`config.mk`:
```
export PLATFORM = sky130hd
export DESIGN_NAME = pcsc_div
export DESIGN_NICKNAME = d
export VERILOG_FILES = /design/src/hw/rtl/pcsc_pkg.sv /design/src/hw/rtl/pcsc_div.sv
export SDC_FILE = /design/constraint.sdc
export NUM_CORES = 1
export LEC_CHECK = 0
export BUFFER_PORTS_ARGS = -buffer_cell sky130_fd_sc_hd__buf_2
export CORE_ASPECT_RATIO = 0.75
export CORE_UTILIZATION = 45
export DETAILED_ROUTE_END_ITERATION = 16
export GPL_TIMING_DRIVEN = 0
export PLACE_DENSITY = 0.68
export SLEW_MARGIN = 20
export SYNTH_ARGS = -nofsm -noshare
export SYNTH_HDL_FRONTEND = slang
export SYNTH_SLANG_ARGS = --single-unit
```
`constraint.sdc`:
```
create_clock -name i_clk -period 7.6 [get_ports i_clk]
set_clock_uncertainty 0.05 [all_clocks]
set_input_delay 0.76 -clock i_clk [delete_from_list [all_inputs] [get_ports i_clk]]
set_output_delay 0.76 -clock i_clk [all_outputs]
set_load 0.01 [all_outputs]
```
`src/hw/rtl/pcsc_pkg.sv`:
```
`timescale 1ns / 1ps
package pcsc_pkg;
    localparam int MemWords = 1024;
    localparam int MemAw = $clog2(MemWords);

    typedef enum logic [1:0] {
        MODE_EXEC = 2'd0,
        MODE_HOST = 2'd1,
        MODE_PTRS = 2'd2,
        MODE_NONE = 2'd3
    } t_mode;

    typedef enum logic [3:0] {
        FN_PFIX = 4'h0, FN_NFIX = 4'h1, FN_OPR = 4'h2, FN_LDL = 4'h3,
        FN_STL = 4'h4, FN_LDLP = 4'h5, FN_LDC = 4'h6, FN_ADC = 4'h7,
        FN_EQC = 4'h8, FN_J = 4'h9, FN_CJ = 4'hA, FN_LDNL = 4'hB,
        FN_STNL = 4'hC, FN_LDNLP = 4'hD, FN_CALL = 4'hE, FN_AJW = 4'hF
    } t_fn;

    localparam logic [31:0] OP_REV = 32'h0;
    localparam logic [31:0] OP_EQZ = 32'h1;
    localparam logic [31:0] OP_GT  = 32'h2;
    localparam logic [31:0] OP_AND = 32'h3;
    localparam logic [31:0] OP_OR  = 32'h4;
    localparam logic [31:0] OP_XOR = 32'h5;
    localparam logic [31:0] OP_ADD = 32'h6;
    localparam logic [31:0] OP_SUB = 32'h7;
    localparam logic [31:0] OP_MUL = 32'h8;
    localparam logic [31:0] OP_DIV = 32'h9;
    localparam logic [31:0] OP_MOD = 32'hA;
    localparam logic [31:0] OP_SHL = 32'hB;
    localparam logic [31:0] OP_SHR = 32'hC;

    typedef enum logic [2:0] {
        ST_IDLE, ST_DECODE, ST_MUL, ST_DIV, ST_MEM, ST_DONE
    } t_state;

    typedef struct packed {
        logic [1:0]  mode;
        logic [7:0]  instr_byte;
        logic [31:0] host_addr;
        logic [31:0] host_data;
    } t_in;

    typedef struct packed {
        logic [31:0] reg_a;
        logic [31:0] reg_b;
        logic [31:0] reg_c;
        logic [31:0] operand_reg;
        logic [31:0] iptr;
        logic [31:0] wptr;
        logic        error;
    } t_out;

    // Start, busy and done of the iterative divider.
    typedef struct packed {
        logic start;
        logic busy;
        logic done;
    } t_div_ctl;

    function automatic logic [MemAw-1:0] word_index(input logic [31:0] addr);
        return addr[MemAw+1:2];
    endfunction
endpackage

```
`src/hw/rtl/pcsc_div.sv`:
```
`timescale 1ns / 1ps
// Restoring divider: one quotient bit per cycle.
module pcsc_div import pcsc_pkg::*; (
    input  logic        i_clk,
    input  logic        i_rst_n,
    input  logic        i_start,
    input  logic [31:0] i_num,
    input  logic [31:0] i_den,
    output t_div_ctl    o_ctl,
    output logic [31:0] o_quo,
    output logic [31:0] o_rem
);
    logic [5:0]  r_cnt, n_cnt;
    logic        r_busy, n_busy;
    logic        r_done, n_done;
    logic [31:0] r_quo, n_quo;
    logic [32:0] r_rem, n_rem;
    logic [31:0] r_den;
    logic [32:0] w_trial;

    assign w_trial = {r_rem[31:0], r_quo[31]} - {1'b0, r_den};

    always_comb begin
        n_cnt = r_cnt;
        n_busy = r_busy;
        n_done = 1'b0;
        n_quo = r_quo;
        n_rem = r_rem;
        if (i_start) begin
            n_cnt = 6'd0;
            n_busy = 1'b1;
            n_quo = i_num;
            n_rem = '0;
        end else if (r_busy) begin
            if (w_trial[32]) begin
                n_rem = {r_rem[31:0], r_quo[31]};
                n_quo = {r_quo[30:0], 1'b0};
            end else begin
                n_rem = w_trial;
                n_quo = {r_quo[30:0], 1'b1};
            end
            n_cnt = r_cnt + 6'd1;
            if (r_cnt == 6'd31) begin
                n_busy = 1'b0;
                n_done = 1'b1;
            end
        end
    end

    always_ff @(posedge i_clk) begin
        if (!i_rst_n) begin
            r_busy <= 1'b0;
            r_done <= 1'b0;
            r_cnt <= '0;
        end else begin
            r_busy <= n_busy;
            r_done <= n_done;
            r_cnt <= n_cnt;
        end
        r_quo <= n_quo;
        r_rem <= n_rem;
        if (i_start) begin
            r_den <= i_den;
        end
    end

    assign o_ctl = '{start: i_start, busy: r_busy, done: r_done};
    assign o_quo = r_quo;
    assign o_rem = r_rem[31:0];

    always @(posedge i_clk) begin
        if (i_rst_n && r_done) begin
            assert (!r_busy) else $error("divider done while busy");
        end
    end
    a_cnt: assert property (@(posedge i_clk) disable iff (!i_rst_n)
        (r_busy && !i_start && r_cnt == 6'd31) |=> r_done)
        else $error("divider did not finish after 32 steps");
    a_start: assert property (@(posedge i_clk) disable iff (!i_rst_n)
        i_start |=> (r_busy && r_cnt == 6'd0))
        else $error("divider start lost");
    a_idle_done: assert property (@(posedge i_clk) disable iff (!i_rst_n)
        !r_busy |=> !r_done)
        else $error("divider done without work");
endmodule

```
==> reports/metrics.cfg, run 1 <==
[worst_setup_path]
rrSetupSlack_ps=3930
arrival_ps=3880
cp_max_fo=10
required_ps=7810
criticalPathCategory=flip-flop to flip-flop
worst_setup_path_start_kind=flip-flop
endpoint_kind=flip-flop

[layout]
layout_commonest_cell=buf_2
layout_common_cells=buf_2, nand2_1, edfxtp_1, nor2_1, inv_1
nets=838
nFillCells=1115
drive_gt1_frac=0.278
areaGrowthSynthToFinish_pct=19.8
antennaDiodeCount=0

[placed_design]
gp_congestion=0.906
portBuffers=133
dp.final_hpwl_um=10700
place_ws_ps=3950

[floorplanning]
die_w_um=135
die-area_um2=13700
die_h_um=101
core.rowCount=35
core_area_um2=12600
ioPinCount=134
initial_core_util=0.472

[drt]
dr.first_iter.drc_count=423
drtAntennaViolNets=0
routed_wl_um=14400
firstDrtPassIters=5
route.detailed.drc=0
vias_per_cell=5.39
wl_per_cell_um=15.8
vias=4891

[timing]
rsz0062_at_grt=false
finalSetupViolCount=0
slew_violations=0
setup_tns_ps=0
relSlewSlack=0.450
fin_ws_ps=3930
hold_viol=0
period_minus_slack_ps=3670
fin_crit_sh=0.483
worst_slew_pin_slew_ps=825
max_freq_mhz=272

[logic_synthesis]
synth.mux.area_fraction=0.0658
ys.flop_type=edfxtp_1
synth_cell_types=67
syn_nets=694
synth_top_family_by_area=compound AO/OA/AOI/OAI gates
yosys.area_share.adder=0.0729
postSynthAreaPerCell_um2=10.0
synth_edf_count=64
ys_seq_elements=104
synthCells=593
synth-xor-area-share=0.0575
synth_simple_gate_area_frac=0.132
synth_area_um2=5940
synthArstFlopShare=0
synth_compound_area_frac=0.160
yosysWarnings=0
yosysSeqAreaShare=0.459

[clock_tree]
clockBufferDepth=2
cts_resized=0
cts_sinks=104
cts_setup_buffers=0
cts.hold.buffers_added=0
path_clk_slew_ps=80
h-tree-depth=3
cts_buffers=9
cts-root-buf=clkbuf_16
cts_tree=done
insertion_delay_ps=350

[power]
p_leak_nw=3.09
pwr_density_cell_nw_per_um2=209
vdd_drop_max_uv=134
internal_power_mw=1.03
pwr-share-comb=0.228
clkPwrFrac=0.315
power_switching_uw=460
switching_share=0.310
seq_power_share=0.457

[status]
outcome=finished, final reports clean

[job]
cap_violations=0

[global_routing]
grt_pass1_wl_um=22900
overflow=0
grt_max_degree=35
grt_pass1_vias=4587
track_usage=0.215
antenna_found_initial=0

[hold_path]
hold_class=flip-flop to flip-flop

worst paths after layout:
kind,startpoint,endpoint,cells past startpoint
setup / recovery,o_quo[31],r_rem[24],13
hold / removal,r_cnt[5],r_cnt[5],2
setup reg to reg,o_quo[31],r_rem[24],13
hold reg to reg,r_cnt[5],r_cnt[5],2
sequential cells by signal, indices dropped and copies added (netlist names):
name	cells
o_quo	32
r_busy	1
r_cnt	6
r_den	32
r_done	1
r_rem	32
layout make-up:
class | instances | area (um2) | area share
multi-input combinational | 415 | 2900 | 0.407
tap | 166 | 208 | 0.0292
buffer | 31 | 156 | 0.0220
clock buffer | 9 | 225 | 0.0317
sequential | 104 | 2720 | 0.383
clock inverter | 7 | 73.8 | 0.0104
inverter | 43 | 161 | 0.0227
timing repair buffer | 133 | 666 | 0.0936
cells by family after synthesis:
logic type                 after synthesis
DFF                                    104
AOI/OAI and AO/OA                      134
muxes                                   35
and+or+nand+nor                        176
xor gates and xnor gates                36
adders and majority gates               34
buffers and inverters                   74
cell usage after synthesis, types with 2 or more instances:
cell type	n	area (um2)
and3_1	2	12.5
edfxtp_1	64	1920
nor2b_1	4	25.0
o211ai_1	4	30.0
a21boi_0	2	15.0
nand2b_1	5	31.3
o21ai_2	2	17.5
xor2_1	14	123
nor2_1	53	199
buf_4	4	30.0
a31oi_1	5	31.3
or3_1	3	18.8
o21bai_1	3	22.5
a211oi_1	7	52.6
ha_1	33	413
xnor2_1	20	175
nand3b_1	2	15.0
a21o_1	8	60.1
nor3_1	3	15.0
inv_1	43	161
a221oi_1	2	17.5
o21a_1	5	37.5
clkbuf_1	13	48.8
a311oi_1	19	166
dfxtp_1	40	801
nand3_1	12	60.1
o21ai_0	17	85.1
buf_2	8	40.0
nand2_1	76	285
and4_1	2	17.5
mux2_2	31	349
a21oi_1	35	175
mux2i_1	3	30.0
nand4_1	7	43.8
a32o_1	2	20.0
buf_6	2	22.5
o21ai_1	5	25.0
buf_1	4	15.0
per-stage QoR:
| step | hold slack [ps] | instance area (um2) | power [mW] | cells | util |
|---|---|---|---|---|---|
| floorplan | 408 | 5940 | 0.918 | 593 | - |
| global placement | 418 | 6810 | 1.02 | 892 | 0.542 |
| detailed placement | 442 | 6810 | 1.03 | 892 | 0.542 |
| CTS | 453 | 7110 | 1.49 | 908 | 0.566 |
| global route | 496 | 7110 | 1.56 | 908 | 0.566 |
| finish | 451 | 7110 | 1.49 | 908 | 0.566 |
power groups by stage:
stage          clock (mW)  sequential (mW)  combinational (mW)
3_5_place_dp            0            0.692               0.334
3_3_place_gp            0            0.689               0.329
6_report            0.469            0.678               0.339
2_1_floorplan           0            0.700               0.218
4_1_cts             0.474            0.679               0.336
5_1_grt             0.496            0.685               0.376
per-layer routing:
| metal | share of wire | GRT usage | vias up |
|---|---|---|---|
| met1 | 0.49 | 0.305 | 2289 |
| met5 | 0 | 0 | - |
| met4 | 0.012 | 0.0614 | 0 |
| li1 | - | - | 2412 |
| met3 | 0.062 | 0.0385 | 12 |
| met2 | 0.44 | 0.337 | 178 |
worst max-delay path, stage by stage (launching register included):
cell and delay [ps]:
edfxtp_1 420, inv_1 60, ha_1 230, fa_1 410, and2b_1 250, o2111ai_2 150
a31o_1 270, o21ai_2 190, nand2_2 80, a221oi_4 520, xnor2_4 250, buf_2 320
nand2_1 90, a311oi_1 280
No activity file was read; power rests on OpenSTA's default activity.
==> run 2: changes to the inputs <==
Settings changed: ABC_AREA set to 1, PLACE_DENSITY 0.68 to 0.7.
Clock period 7.6 ns to 3.3 ns, I/O delays scaled along.
==> reports/metrics.cfg, run 2 <==
[status]
outcome=finished, final reports clean

[drt]
drtAntennaViolNets=0  ; unchanged
vias_per_cell=4.60  ; -15%
vias=6412  ; +31%
routed_wl_um=17800  ; +24%
route.detailed.drc=0  ; unchanged
wl_per_cell_um=12.8  ; -19%
firstDrtPassIters=5  ; unchanged
dr.first_iter.drc_count=431  ; +1.9%

[clock_tree]
insertion_delay_ps=370  ; +20 ps
cts_setup_buffers=0  ; unchanged
cts_buffers=9  ; unchanged
cts_tree=done
clockBufferDepth=2  ; unchanged
cts_sinks=104  ; unchanged
cts_resized=0  ; unchanged
cts-root-buf=clkbuf_16
cts.hold.buffers_added=0  ; unchanged
h-tree-depth=3  ; unchanged
path_clk_slew_ps=90  ; about the same

[logic_synthesis]
synth_top_area_frac=0.277  ; -0.0470
synthCells=1044  ; +76%
synthArstFlopShare=0  ; unchanged
synth_cell_types=34  ; -49%
ys.flop_type=edfxtp_1
yosysSeqAreaShare=0.392  ; -0.0665
synth_area_leaders=edfxtp_1, nand2_1, dfxtp_1
syn_nets=1145  ; +65%
synth_area_um2=6940  ; +17%
yosysWarnings=0  ; unchanged
ys_seq_elements=104  ; unchanged
synth_edf_count=64  ; unchanged
synth.most_common_cell=nand2_1
postSynthAreaPerCell_um2=6.65  ; -34%
yosys.area.top_type=edfxtp_1
ys_top_cells_by_count=nand2_1, inv_1, edfxtp_1

[global_routing]
grt_pass1_vias=5806  ; +27%
antenna_found_initial=0  ; unchanged
overflow=0  ; unchanged
track_usage=0.234  ; +0.0188
grt_max_degree=35  ; unchanged
grt_pass1_wl_um=28900  ; +26%

[timing]
max_freq_mhz=372
worst_slew_pin_slew_ps=874  ; +49.2 ps
setup_tns_ps=0  ; unchanged
relSlewSlack=0.417  ; -0.0328
hold_viol=0  ; unchanged
fin_crit_sh=0.814
period_minus_slack_ps=2690
slew_violations=0  ; unchanged
rsz0062_at_grt=false
finalSetupViolCount=0  ; unchanged

[job]
cap_violations=0  ; unchanged

[worst_setup_path]
criticalPathCategory=input port to flip-flop
reg2reg_to=r_rem[23]
arrival_ps=2630  ; -1250 ps
r2r-start=o_quo[31]
endpoint_kind=flip-flop
required_ps=3250  ; -4560 ps
reg2regPathDepth=18  ; +5
rrSetupSlack_ps=700  ; -3230 ps
worst_setup_path_start_kind=input port
cp_max_fo=34  ; +24

[power]
switching_share=0.283  ; -0.0269
p_leak_nw=4.65  ; +50%
clkPwrFrac=0.368  ; +0.053
seq_power_share=0.497  ; +0.040
power_switching_uw=855  ; +86%
pwr_density_cell_nw_per_um2=369  ; +77%
internal_power_mw=2.17  ; +110%
pwr-share-comb=0.135  ; -0.093
vdd_drop_max_uv=241  ; +80%
power_mw=3.02  ; +100%

[hold_path]
min_to=r_den[31]
hold_class=input port to flip-flop
holdPathStages=1  ; -1
min_from=i_den[31]

[floorplanning]
die_h_um=110  ; +8.0%
die_w_um=145  ; +8.0%
initial_core_util=0.471  ; -0.00122
die-area_um2=15900  ; +17%
ioPinCount=134  ; unchanged
core.rowCount=38  ; +8.6%
core_area_um2=14700  ; +17%

[layout]
layout_commonest_cell=nand2_1
antennaDiodeCount=0  ; unchanged
finalCoreUtilization=0.555  ; -0.0107
drive_gt1_frac=0.158  ; -0.119
layout_common_cells=nand2_1, inv_1, buf_2, edfxtp_1, nand3_1
fin_area_um2=8180  ; +15%
areaGrowthSynthToFinish_pct=17.8
nets=1289  ; +54%

[placed_design]
dpl-instance-area_um2=7860  ; +15%
gp_congestion=0.948  ; +4.7%
dp.final_hpwl_um=14200  ; +33%
portBuffers=133  ; unchanged

==> run 2: area by class of cell <==
type / instances / area (um2)
plain buffers: 23 / 149
fillers: 1491 / 6560
flip-flops and latches: 104 / 2720
multi-input cells: 703 / 3270
well taps: 200 / 250
clock inverters: 7 / 93.8
repair buffers: 133 / 666
inverters: 214 / 803
clock buffers: 9 / 225
==> run 2: cells by family (layout without fill, tap and decap cells) <==
kind of cell | count (synthesis) | count (layout) | synth area share
adders and majority gates | 34 | 34 | 0.0624
buffers and inverters | 237 | 386 | 0.137
AOI/OAI and AO/OA | 35 | 35 | 0.0269
and+or+nand+nor | 620 | 620 | 0.364
xor gates and xnor gates | 14 | 14 | 0.0177
DFF | 104 | 104 | 0.392
==> run 2: power groups by stage <==
stage | sequential [mW] | combinational (mW) | clock [mW]
final | 1.50 | 0.408 | 1.11
after global routing | 1.51 | 0.461 | 1.19
after CTS | 1.50 | 0.409 | 1.14
after detailed placement | 1.53 | 0.407 | 0
after global placement | 1.53 | 0.401 | 0
after floorplan | 1.55 | 0.229 | 0
==> run 2: worst max-delay path by stage <==
stage,start,endpoint,cells after the start
6_report,i_start,o_quo[7],5
5_1_grt,i_start,o_quo[7],5
4_1_cts,i_start,o_quo[5],5
3_5_place_dp,i_start,o_quo[3],5
3_3_place_gp,i_start,o_quo[5],5
2_1_floorplan,o_quo[31],o_quo[0],16
==> run 2: routing by layer <==
metal  vias to the layer above  track usage  part of all wire
li1                       3422            -                 -
met1                      2807        0.340              0.53
met2                       165        0.350              0.40
met3                        18       0.0452             0.057
met4                         0       0.0692             0.013
met5                         -            0                 0
==> run 2: metrics by stage <==
step | hold slack [ps] | worst slack (ps) | cells
floorplan | 347 | 984 | 1044
global placement | 357 | -153 | 1377
detailed placement | 369 | 190 | 1377
CTS | 71.3 | 569 | 1393
global route | 65.5 | 383 | 1393
finish | 78.2 | 614 | 1393
==> run 2: worst max-delay path, cell delays in order <==
cell and delay, ps:
buf_2 660, clkbuf_1 450, nor2_1 260, clkbuf_1 320
inv_2 580
==> run 3: changes to the inputs <==
Settings changed: ABC_AREA 1 to 0, PLACE_DENSITY 0.7 to 0.71.
Clock period 3.3 ns to 2.33 ns, I/O delays scaled along.
==> reports/metrics.cfg, run 3 (synthesized netlist as in run 1, its figures left out) <==
[worst_setup_path]
path_cells=inv_1 -> ha_2 -> fa_2 -> and2b_1 -> o2111ai_2 -> a31o_1 -> o21ai_2 -> nand2_2 -> a221oi_4 -> buf_12 -> xnor2_4 -> buf_6 -> buf_12 -> mux2i_1 -> a211oi_1
arrival_ps=3440  ; +810 ps
crit_slowest_cell=edfxtp_1
cp_max_fo=5  ; -85%
path_common_cell=buf_12
reg2regPathDepth=15  ; -3
worst_setup_path_start_kind=flip-flop
crit_path_max_incr_delay_ps=370  ; -290 ps
endpoint_kind=flip-flop
criticalPathCategory=flip-flop to flip-flop
required_ps=2500  ; -750 ps

[clock_tree]
path_clk_slew_ps=80  ; about the same
h-tree-depth=3  ; unchanged
cts_buffers=9  ; unchanged
insertion_delay_ps=360  ; about the same
clockBufferDepth=2  ; unchanged
cts-root-buf=clkbuf_16
cts_sinks=104  ; unchanged
cts_tree=done

[power]
p_leak_nw=3.46  ; -26%
pwr_density_cell_nw_per_um2=640  ; +73%
vdd_drop_max_uv=387  ; +60%

[floorplanning]
die_w_um=135  ; -7.4%
ioPinCount=134  ; unchanged
die-area_um2=13700  ; -14%
core_area_um2=12600  ; -15%
initial_core_util=0.472  ; +0.00122
core.rowCount=35  ; -7.9%
die_h_um=101  ; -7.4%

[drt]
routed_wl_um=16400  ; -7.8%
drtAntennaViolNets=0  ; unchanged
route.detailed.drc=0  ; unchanged
dr.first_iter.drc_count=265  ; -39%
firstDrtPassIters=4  ; -1
wl_per_cell_um=17.1  ; +33%
vias=5250  ; -18%
vias_per_cell=5.46  ; +19%

[timing]
rsz0062_at_grt=true
relSlewSlack=0.435  ; +0.0179
slew_violations=0  ; unchanged
hold_viol=0  ; unchanged
worst_slew_pin_slew_ps=847  ; -26.9 ps
fin_crit_sh=1.40
period_minus_slack_ps=3270
max_freq_mhz=306
fin_ws_ps=-940  ; -1550 ps
finalSetupViolCount=33  ; +33

[layout]
areaGrowthSynthToFinish_pct=34.9
drive_gt1_frac=0.359  ; +0.201
layout_commonest_cell=buf_2
stdcell_count=962  ; -31%
layout_common_cells=buf_2, edfxtp_1, nand2_1, nor2_1, inv_1
antennaDiodeCount=0  ; unchanged
nets=892  ; -31%

[global_routing]
antenna_found_initial=0  ; unchanged
grt_pass1_wl_um=25300  ; -12%
overflow=0  ; unchanged
grt_pass1_vias=5117  ; -12%
grt_max_degree=35  ; unchanged
grt_util_met3=0.0470  ; +0.00182
met1_usage=0.319  ; -0.0218
grt_busiest_layer=met2
track_usage=0.239  ; +0.00574
met2_usage=0.391  ; +0.0410

[hold_path]
holdPathStages=1  ; unchanged
hold_class=input port to flip-flop

[placed_design]
gp_congestion=0.886  ; -6.6%
place_ws_ps=-1200  ; -1390 ps
portBuffers=133  ; unchanged
dp.final_hpwl_um=11000  ; -23%
dp.cells=892  ; -35%

[job]
cap_violations=0  ; unchanged

[status]
violations=negative setup slack
outcome=finished with violations

-- run 3: cell count changes in the layout (fill, tap and decap cells not counted), moves of 8 or more --
cell           delta
a311oi_2         +10
nand2_1         -414
xor2_1           +12
dlygate4sd3_1    +30
buf_4            +13
nand3_1          -45
mux2_2           +31
inv_1           -167
a311oi_1          +9
o21ai_0           +8
a21oi_1          +12
-- run 3: layout make-up --
type	instances	area, um2
Fill cell	998	4560
Multi-Input combinational cell	415	3170
Sequential cell	104	2730
Timing Repair Buffer	187	1240
Clock buffer	9	225
Tap cell	166	208
Buffer	30	186
Inverter	43	165
Clock inverter	7	86.3
Timing Repair inverter	1	7.51
-- run 3: final timing paths --
path	start	to	slack [ps]
setup / recovery	o_quo[31]	r_rem[2]	-940
hold / removal	i_den[15]	r_den[15]	2
setup reg to reg	o_quo[31]	r_rem[2]	-940
hold reg to reg	r_rem[13]	r_rem[14]	470
-- run 3: where the power goes --
| part | leakage (nW) | internal [mW] | total (mW) | switching (mW) |
|---|---|---|---|---|
| registers | 0.964 | 2.12 | 2.22 | 0.0981 |
| logic | 2.34 | 0.587 | 1.32 | 0.730 |
| clock network | 0.153 | 0.779 | 1.58 | 0.804 |
| total | 3.46 | 3.49 | 5.12 | 1.63 |
-- run 3: critical path, delay by kind of cell, from the launching register on --
family / cells / cell delay [ps]
AO/OA/AOI/OAI: 5 / 960
adder cells (fa/ha/maj): 2 / 540
buffers and inverters: 4 / 520
flip-flops: 1 / 370
AND/OR/NAND/NOR: 2 / 320
multiplexers: 1 / 200
XOR/XNOR: 1 / 150
-- run 3: routing by layer --
layer	wire length [um]	vias to the layer above
li1	-	2534
met1	7330	2481
met2	7630	198
met3	1090	37
met4	362	0
met5	0	-
-- run 3: repair_timing --
action	in CTS	in global routing
endpoints found under the hold margin	30	0
pin swaps	19	15
gates resized for setup	35	41
gates cloned	5	1
buffers inserted	15	6
endpoints found under the setup margin	65	65
hold buffers	30	0
-- run 3: stage by stage --
step                setup TNS [ps]  utilization  hold WS, ps  power (mW)  area [um2]
floorplan                   -24390            -          282        3.01        5990
global placement            -58270        0.546          359        3.34        6860
CTS                         -31790        0.621        0.608        5.06        7810
finish                      -28300        0.637         2.32        5.12        8010
detailed placement          -63230        0.546          361        3.37        6860
global route                -32840        0.637         5.32        5.35        8010
